## config.mk

```make
export PLATFORM = sky130hd
export DESIGN_NAME = lnos_walker
export DESIGN_NICKNAME = d
export VERILOG_FILES = /design/src/rtl/core/lnos_pkg.sv /design/src/rtl/core/lnos_walker.sv
export SDC_FILE = /design/constraint.sdc
export NUM_CORES = 1
export LEC_CHECK = 0
export BUFFER_PORTS_ARGS = -buffer_cell sky130_fd_sc_hd__buf_2
export CAP_MARGIN = 20
export CORE_UTILIZATION = 34
export CTS_BUF_LIST = sky130_fd_sc_hd__clkbuf_16
export DETAILED_ROUTE_END_ITERATION = 8
export HOLD_SLACK_MARGIN = 0.05
export SYNTH_ARGS = -nofsm -noshare
export SYNTH_HDL_FRONTEND = slang
export SYNTH_SLANG_ARGS = --single-unit
```

## constraint.sdc

```tcl
create_clock -name clk -period 3.6 [get_ports clk]
set_input_delay 0.54 -clock clk [delete_from_list [all_inputs] [get_ports clk]]
set_output_delay 0.54 -clock clk [all_outputs]
set_load 0.01 [all_outputs]
```

## src/rtl/core/lnos_pkg.sv

```systemverilog
// Shared types and constants for the Bresenham line-of-sight block.
// No dependencies; imported by the walker and the top level.
package lnos_pkg;

    localparam int unsigned GRID_BITS_DEFAULT = 8;
    localparam int unsigned COORD_W           = 8;
    // Decision term spans roughly +/- 2 * max distance
    localparam int unsigned FRAC_W            = COORD_W + 3;

    localparam int unsigned S_TDATA_W = 40;
    localparam int unsigned M_TDATA_W = 24;

    localparam logic CMD_WRITE = 1'b0;
    localparam logic CMD_QUERY = 1'b1;

    typedef logic [COORD_W-1:0] coord_t;
    typedef logic signed [FRAC_W-1:0] frac_t;

    typedef struct packed {
        logic   command;
        coord_t start_x;
        coord_t start_z;
        coord_t end_x;
        coord_t end_z;
        logic   cell_open;
    } lnos_item_t;

    typedef struct packed {
        logic   was_query;
        logic   line_clear;
        coord_t blocked_x;
        coord_t blocked_z;
    } lnos_result_t;

    // True when both coordinates fall inside a grid of 2^grid_bits per side
    function automatic logic cell_in_grid(coord_t x, coord_t z, int unsigned grid_bits);
        logic ok;
        ok = ((32'(x) >> grid_bits) == 32'd0) && ((32'(z) >> grid_bits) == 32'd0);
        return ok;
    endfunction

endpackage

```

## src/rtl/core/lnos_walker.sv

```systemverilog
// Item sequencer: grid writes and the Bresenham walk, at most one memory read per step.
// Uses lnos_pkg; drives the port of lnos_grid_mem.
module lnos_walker #(
    parameter int unsigned GRID_BITS = lnos_pkg::GRID_BITS_DEFAULT
) (
    input  logic                       clk,
    input  logic                       rst_n,
    input  logic                       in_valid,
    output logic                       in_ready,
    input  lnos_pkg::lnos_item_t       in_item,
    output logic                       res_valid,
    input  logic                       res_ready,
    output lnos_pkg::lnos_result_t     res,
    output logic                       mem_wr_en,
    output logic                       mem_rd_en,
    output logic [2*GRID_BITS-1:0]     mem_addr,
    output logic                       mem_wr_data,
    input  logic                       mem_rd_data
);

    import lnos_pkg::*;

    localparam int unsigned ADDR_W = 2 * GRID_BITS;

    typedef enum logic [1:0] {
        ST_IDLE,
        ST_WALK,
        ST_DONE
    } state_t;

    state_t       state_reg, state_next;
    lnos_result_t res_reg, res_next;
    logic         pend_valid_reg, pend_valid_next;

    // walk datapath
    logic   z_major_reg;
    logic   maj_dn_reg, min_dn_reg;
    coord_t maj_cur_reg, maj_end_reg, min_cur_reg;
    frac_t  frac_reg, inc_step_reg, inc_flat_reg;
    coord_t pend_x_reg, pend_z_reg;
    logic   pend_in_reg;

    logic   load, advance;

    // setup terms from the incoming item
    logic signed [COORD_W:0] dx, dz;
    coord_t adx, adz, dmaj, dmin;
    logic   z_major_in;

    // next cell along the line
    coord_t maj_nxt, min_nxt, step_x, step_z;
    frac_t  frac_nxt;
    logic   step_in, blocked_hit;

    function automatic logic [ADDR_W-1:0] cell_addr(coord_t x, coord_t z);
        return ADDR_W'((32'(z) << GRID_BITS) | 32'(x));
    endfunction

    always_comb
    begin
        dx = $signed({1'b0, in_item.end_x}) - $signed({1'b0, in_item.start_x});
        dz = $signed({1'b0, in_item.end_z}) - $signed({1'b0, in_item.start_z});
        adx = dx[COORD_W] ? COORD_W'(-dx) : dx[COORD_W-1:0];
        adz = dz[COORD_W] ? COORD_W'(-dz) : dz[COORD_W-1:0];
        z_major_in = adz > adx;
        dmaj = z_major_in ? adz : adx;
        dmin = z_major_in ? adx : adz;
    end

    always_comb
    begin
        maj_nxt = maj_dn_reg ? maj_cur_reg - COORD_W'(1) : maj_cur_reg + COORD_W'(1);
        if (!frac_reg[FRAC_W-1])
        begin
            min_nxt  = min_dn_reg ? min_cur_reg - COORD_W'(1) : min_cur_reg + COORD_W'(1);
            frac_nxt = frac_reg + inc_step_reg;
        end
        else
        begin
            min_nxt  = min_cur_reg;
            frac_nxt = frac_reg + inc_flat_reg;
        end
        step_x  = z_major_reg ? min_nxt : maj_nxt;
        step_z  = z_major_reg ? maj_nxt : min_nxt;
        step_in = cell_in_grid(step_x, step_z, GRID_BITS);
        // an off-grid cell or a zero read ends the walk
        blocked_hit = pend_valid_reg && !(pend_in_reg && mem_rd_data);
    end

    always_comb
    begin
        state_next      = state_reg;
        res_next        = res_reg;
        pend_valid_next = pend_valid_reg;
        load            = 1'b0;
        advance         = 1'b0;
        mem_wr_en       = 1'b0;
        mem_rd_en       = 1'b0;
        mem_addr        = cell_addr(in_item.start_x, in_item.start_z);
        mem_wr_data     = in_item.cell_open;

        unique case (state_reg)
            ST_IDLE:
            begin
                if (in_valid)
                begin
                    if (in_item.command == CMD_WRITE)
                    begin
                        mem_wr_en  = cell_in_grid(in_item.start_x, in_item.start_z, GRID_BITS);
                        res_next   = '{was_query: 1'b0, line_clear: 1'b0,
                                       blocked_x: '0, blocked_z: '0};
                        state_next = ST_DONE;
                    end
                    else
                    begin
                        load            = 1'b1;
                        pend_valid_next = 1'b0;
                        state_next      = ST_WALK;
                    end
                end
            end
            ST_WALK:
            begin
                if (blocked_hit)
                begin
                    res_next        = '{was_query: 1'b1, line_clear: 1'b0,
                                        blocked_x: pend_x_reg, blocked_z: pend_z_reg};
                    pend_valid_next = 1'b0;
                    state_next      = ST_DONE;
                end
                else if (maj_cur_reg == maj_end_reg)
                begin
                    res_next        = '{was_query: 1'b1, line_clear: 1'b1,
                                        blocked_x: '0, blocked_z: '0};
                    pend_valid_next = 1'b0;
                    state_next      = ST_DONE;
                end
                else
                begin
                    advance         = 1'b1;
                    mem_rd_en       = step_in;
                    mem_addr        = cell_addr(step_x, step_z);
                    pend_valid_next = 1'b1;
                end
            end
            ST_DONE:
            begin
                if (res_ready)
                begin
                    state_next = ST_IDLE;
                end
            end
            default:
            begin
                state_next = ST_IDLE;
            end
        endcase
    end

    always_ff @(posedge clk or negedge rst_n)
    begin
        if (!rst_n)
        begin
            state_reg      <= ST_IDLE;
            pend_valid_reg <= 1'b0;
            res_reg        <= '0;
        end
        else
        begin
            state_reg      <= state_next;
            pend_valid_reg <= pend_valid_next;
            res_reg        <= res_next;
        end
    end

    always_ff @(posedge clk)
    begin
        if (load)
        begin
            z_major_reg  <= z_major_in;
            maj_dn_reg   <= z_major_in ? dz[COORD_W] : dx[COORD_W];
            min_dn_reg   <= z_major_in ? dx[COORD_W] : dz[COORD_W];
            maj_cur_reg  <= z_major_in ? in_item.start_z : in_item.start_x;
            maj_end_reg  <= z_major_in ? in_item.end_z : in_item.end_x;
            min_cur_reg  <= z_major_in ? in_item.start_x : in_item.start_z;
            frac_reg     <= $signed({2'b00, dmin, 1'b0}) - $signed({3'b000, dmaj});
            inc_step_reg <= $signed({2'b00, dmin, 1'b0}) - $signed({2'b00, dmaj, 1'b0});
            inc_flat_reg <= $signed({2'b00, dmin, 1'b0});
        end
        else if (advance)
        begin
            maj_cur_reg <= maj_nxt;
            min_cur_reg <= min_nxt;
            frac_reg    <= frac_nxt;
            pend_x_reg  <= step_x;
            pend_z_reg  <= step_z;
            pend_in_reg <= step_in;
        end
    end

    assign in_ready  = (state_reg == ST_IDLE);
    assign res_valid = (state_reg == ST_DONE);
    assign res       = res_reg;

endmodule

```

==> flow_summary.toml, run 1 <==
[synthesis]
ys_types = 78
yosysTopAreaCellShare_pct = 29.1
synth-seq-cells = 91
netlist_area_um2 = 7210
synth-edff-count = 70
avgSynthCellArea_um2 = 9.05
synth_area_leaders = "edfxtp_1 29%, ha_1 9.0%, dfrtp_1 7.3%, xnor2_1 5.0%, a21oi_1 4.9%"
synth_compound_area_share_pct = 22.3
synth_ff_type = "edfxtp_1"
synth_nets = 894
synth_top_family_by_area = "compound AO/OA/AOI/OAI gates"
synth_xor_area_share_pct = 7.61
yosys.area.top_type = "edfxtp_1"
synthMuxAreaShare_pct = 2.46
synth-simple-area-share_pct = 15.2
yosysSeqAreaShare_pct = 36.4
ys_warn_count = 0
synth_fa_ha_area_share_pct = 11.4
synthCells = 797
synth_async_sr_flop_share_pct = 23.1

[grt]
grt_pass1_wl_um = 32600
track_usage_pct = 19.1
globalRouteOverflowTotal = 0
antenna_found_initial = 0
grt_max_degree = 39
first_global_vias = 6474

[job]
cap_violations = 0

[detailed_routing]
drc = 0
vias = 6737
wl_per_cell_um = 15.5
totalWireLength_um = 20600
postRouteAntennaNets = 0
dr.first_iter.drc_count = 417
via_per_inst = 5.05
dr.pass1.iters = 5

[sta]
rsz0062_at_grt = "true"
timing.final.crit_share_pct = 156
fmax_mhz = 178
tightest_slew_ns = 0.994
setup_violations = 53
slew_headroom_pct = 33.5
fin_crit_ns = 5.62
finalHoldViolations = 0
worst_slack_ns = -2.02
drv_slew = 0
finalSetupTns_ns = -46.25
skew_ns = 0.0135

[clocking]
clk_latency_ns = 0.36
htreeDepth = 3
cts_tree = "built"
clk_pin_slew_ns = 0.07
ctsHoldBuffers = 0
cts_buffer_depth = 2
cts.sinks = 91
numCtsBuffers = 9
clockRootBuffer = "clkbuf_16"

[layout]
layout-drive-gt1-share_pct = 42.3
fill_cells = 1868
largest_register_ffs = 18
fin_util_pct = 51.6
fin_area_um2 = 10600
area_growth_pct = 46.7
nets = 1155
antennaDiodeCount = 0

[critical_path]
regToRegSetupSlack_ns = 0.35
critPathArrivalTime_ns = 5.69
cp_max_fo = 6
slowest_stage = "fa_2"
crit_type = "input port to flop"
cpPeakStageDelay_ns = 0.33
crit_path_start_kind = "input port"
worstSetupEndpointType = "flop"
worst_ep_required_time_ns = 3.67

[power]
pwr_density_cell_nw_per_um2 = 1050
vdd_drop_max_v = 0.000480
power_leakage_nw = 4.66

[floorplanning]
die_y_um = 148
rows = 52
num_io_pins = 78
start_util_pct = 35.2
die_x_um = 148
core_area_um2 = 20500
fp.dieArea_um2 = 21800

[status]
outcome = "finished, violations left"
violations = "negative setup slack"

[placed_design]
gp_congestion = 0.855
hpwlAfterDp_um = 15800
placement.io_buffers = 75
place_area_um2 = 9380

[min_path]
hold_class = "input port to async pin"
==> per-stage QoR <==
stage | worst slack, ns | total power [W] | hold WS [ns] | cells
after global routing | -2.26 | 0.0119 | 0.155 | 1333
after CTS | -1.95 | 0.0105 | 0.139 | 1315
after floorplan | -2.46 | 0.00666 | 0.244 | 797
after global placement | -2.50 | 0.00868 | 0.445 | 1282
after detailed placement | -2.63 | 0.00879 | 0.451 | 1283
final | -2.02 | 0.0111 | 0.128 | 1333
==> critical path, delay by kind of cell <==
family	cells	cell delay [ns]
AO/OA/AOI/OAI	13	1.83
AND/OR/NAND/NOR	6	0.83
adder cells (fa/ha/maj)	6	1.68
buffers and inverters	4	0.48
XOR/XNOR	2	0.33
==> cells in the final DEF, fill, tap and decap left out, types with 10 or more instances in the layout <==
master / n
buf_4: 190
nand2_1: 84
edfxtp_1: 70
buf_2: 70
nor2_1: 57
a21oi_1: 52
o21ai_0: 47
inv_1: 45
ha_1: 41
xnor2_1: 32
dfrtp_1: 21
a21oi_2: 18
a22o_1: 18
nand3_1: 13
buf_6: 13
xor2_1: 11
ha_4: 11
xnor2_2: 10
a21o_1: 10
==> cell type report <==
class	instances	area, µm²	area share [%]
multi-input combinational	620	5030	47.5
sequential	91	2630	24.8
timing repair buffer	280	2060	19.4
tap	270	338	3.19
clock buffer	9	225	2.13
inverter	56	223	2.10
clock inverter	7	82.6	0.780
==> cell usage after synthesis (all sizes together), types with 4 or more instances <==
master / number
nor2: 68
nand4: 5
nand2b: 9
a21oi: 73
fa: 6
clkbuf: 22
o21bai: 5
nor2b: 13
nor3: 7
or3: 6
ha: 52
a21o: 10
nand2: 87
o31ai: 5
o21a: 10
a211o: 6
inv: 56
a211oi: 13
and2: 9
maj3: 5
o211ai: 8
a22o: 18
xnor2: 43
mux2: 11
nand3: 13
xor2: 18
mux2i: 5
o21ai: 68
buf: 8
dfrtp: 21
a31oi: 4
and3: 5
edfxtp: 70
==> cell families after synthesis <==
kind of cell,count (synthesis)
compound gates,245
xor+xnor,61
fa+ha+maj,63
buf+inv,86
flops,91
mux,16
simple gates,235
==> timing repair <==
item,4_1_cts,5_1_grt
gates cloned,1,0
endpoints found under the setup margin,55,57
resized for setup,81,55
setup buffers,19,17
pin swaps,56,32
==> final timing paths <==
check	start	to	depth (start not counted)
hold / removal	rst_n	res[14]	1
hold reg to reg	pend_z_reg[1]	res[1]	1
max in group asynchronous	rst_n	state_reg[0]	1
setup reg to reg	frac_reg[10]	frac_reg[10]	14
setup / recovery	in_item[25]	frac_reg[8]	31
min in group clk	res_ready	state_reg[1]	2
==> power breakdown <==
group          total, W  switching (W)  internal, W
Sequential      0.00208       0.000216      0.00186
Clock          0.000964       0.000468     0.000496
Combinational   0.00803        0.00412      0.00391
Total            0.0111        0.00481      0.00626
==> per-layer routing <==
layer | wire, µm | GRT usage, %
met5 | 0 | 0
met4 | 378 | 6.29
met3 | 757 | 2.75
met2 | 9570 | 31.3
met1 | 9900 | 25.9
Power figures use the tool's default switching activity.
==> run 2, diff against run 1 <==
==> constraint.sdc (replaced) <==
create_clock -name clk -period 3.6 [get_ports clk]
set_input_delay 0.72 -clock clk [delete_from_list [all_inputs] [get_ports clk]]
set_output_delay 0.72 -clock clk [all_outputs]
set_load 0.01 [all_outputs]
==> flow_summary.toml, run 2 (synthesis results as in run 1) <==
[floorplanning]
fp.dieArea_um2 = 21800
die_y_um = 148
die_x_um = 148
rows = 52
start_util_pct = 35.2
num_io_pins = 78
core_area_um2 = 20500

[sta]
setup_violations = 53
tightest_slew_ns = 0.998
drv_slew = 0
timing.final.crit_share_pct = 160
rsz0062_at_grt = "true"
skew_ns = 0.00914
finalHoldViolations = 0
worst_slack_ns = -2.17
slew_headroom_pct = 33.2
fmax_mhz = 173
hold_slack_ns = 0.314
fin_crit_ns = 5.77

[layout]
final_common_cell = "buf_4"
layout-drive-gt1-share_pct = 42.4
area_growth_pct = 46.4
nets = 1158
largest_register_ffs = 18
fill_cells = 1846
antennaDiodeCount = 0
most-common-layout-cells = "192 x buf_4, 85 x nand2_1, 72 x buf_2"

[clocking]
numCtsBuffers = 9
ctsHoldBuffers = 0
cts_tree = "built"
clk_pin_slew_ns = 0.07
cts_buffer_depth = 2
clk_latency_ns = 0.35
clockRootBuffer = "clkbuf_16"
cts.sinks = 91
htreeDepth = 3

[grt]
globalRouteOverflowTotal = 0
gr-usage-met2_pct = 32.1
track_usage_pct = 19.4
grt_pass1_wl_um = 33000
first_global_vias = 6424
use_met3_pct = 2.04
grt_max_degree = 35
antenna_found_initial = 0
grtUsageMet1_pct = 26.6
grt-busiest-layer = "met2"

[placed_design]
dp_slack_ns = -2.79
gp_congestion = 0.872
placement.io_buffers = 75
hpwlAfterDp_um = 15900

[detailed_routing]
totalWireLength_um = 20700
postRouteAntennaNets = 0
wl_per_cell_um = 15.5
via_per_inst = 5.01
drc = 0
dr.first_iter.drc_count = 395
vias = 6690
dr.pass1.iters = 5

[power]
vdd_drop_max_v = 0.000451
pwr_density_cell_nw_per_um2 = 1070
power_leakage_nw = 4.64

[critical_path]
cpPeakStageDelay_ns = 0.57
worstSetupEndpointType = "flop"
crit_type = "input port to flop"
cp_max_fo = 6
critPathLaunch = "in_item[22]"
worst_ep_required_time_ns = 3.70
crit_path_start_kind = "input port"
r2r_start = "frac_reg[10]"
regToRegSetupSlack_ns = 0.33
reg2reg_to = "frac_reg[10]"
slowest_stage = "or4_1"
r2r_cells = 14
critPathArrivalTime_ns = 5.87

[job]
cap_violations = 0

[status]
outcome = "finished, violations left"
violations = "negative setup slack"

[min_path]
hold_class = "input port to async pin"
run 2: changes by cell type in the layout (fill, tap and decap cells not counted), sizes merged:
cell / before / now
buf: 278 / 282
clkbuf: 10 / 9
clkinv: 3 / 2
inv: 59 / 60
run 2: worst max path at each step:
stage	slack, ns	cells after the start	to
finish	-2.17	30	frac_reg[6]
global route	-2.42	29	frac_reg[8]
CTS	-2.12	31	frac_reg[8]
detailed placement	-2.79	31	frac_reg[9]
floorplan	-2.64	32	frac_reg[8]
global placement	-2.67	29	frac_reg[8]
run 2: timing repair:
| item | 4_1_cts | 5_1_grt |
|---|---|---|
| gates resized for setup | 97 | 34 |
| endpoints found under the hold margin | 0 | 0 |
| setup endpoints to repair | 57 | 59 |
| setup buffers | 17 | 21 |
| gates cloned | 2 | 0 |
| pin swaps | 62 | 46 |
run 2: report_power, final:
group          total [W]  internal (W)  switching, W  leakage [nW]
Sequential       0.00207       0.00186      0.000206         0.931
Clock           0.000952      0.000493      0.000459         0.145
Combinational    0.00824       0.00404       0.00420          3.57
Total             0.0113       0.00640       0.00486          4.64
run 2: routing by layer:
metal	vias to the layer above	part of all wire [%]
li1	3396	-
met4	0	1.7
met3	23	4.2
met5	-	0
met1	3124	48
met2	147	46
run 2: area by class of cell:
class	instances	area, µm²	area share, %
repair buffers	283	2090	19.8
inverters	56	220	2.09
flip-flops and latches	91	2630	24.9
well taps	270	338	3.20
clock buffers	9	225	2.13
multi-input cells	620	4980	47.2
clock inverters	7	75.1	0.711
run 2: through the flow:
step,instances,setup TNS (ns),power (W),instance area (µm²),util (%)
global route,1336,-63.35,0.0121,10600,51.5
finish,1336,-53.74,0.0113,10600,51.5
CTS,1317,-51.08,0.0107,10300,50.2
floorplan,797,-68.28,0.00666,7560,-
global placement,1283,-82.15,0.00867,9380,45.8
detailed placement,1283,-86.35,0.00878,9380,45.8
run 2: worst max-delay path: cells and delay by family:
family	cells	cell delay [ns]
simple gates	9	1.58
xor+xnor	2	0.39
buf+inv	5	0.53
compound gates	9	1.24
fa+ha+maj	5	1.39
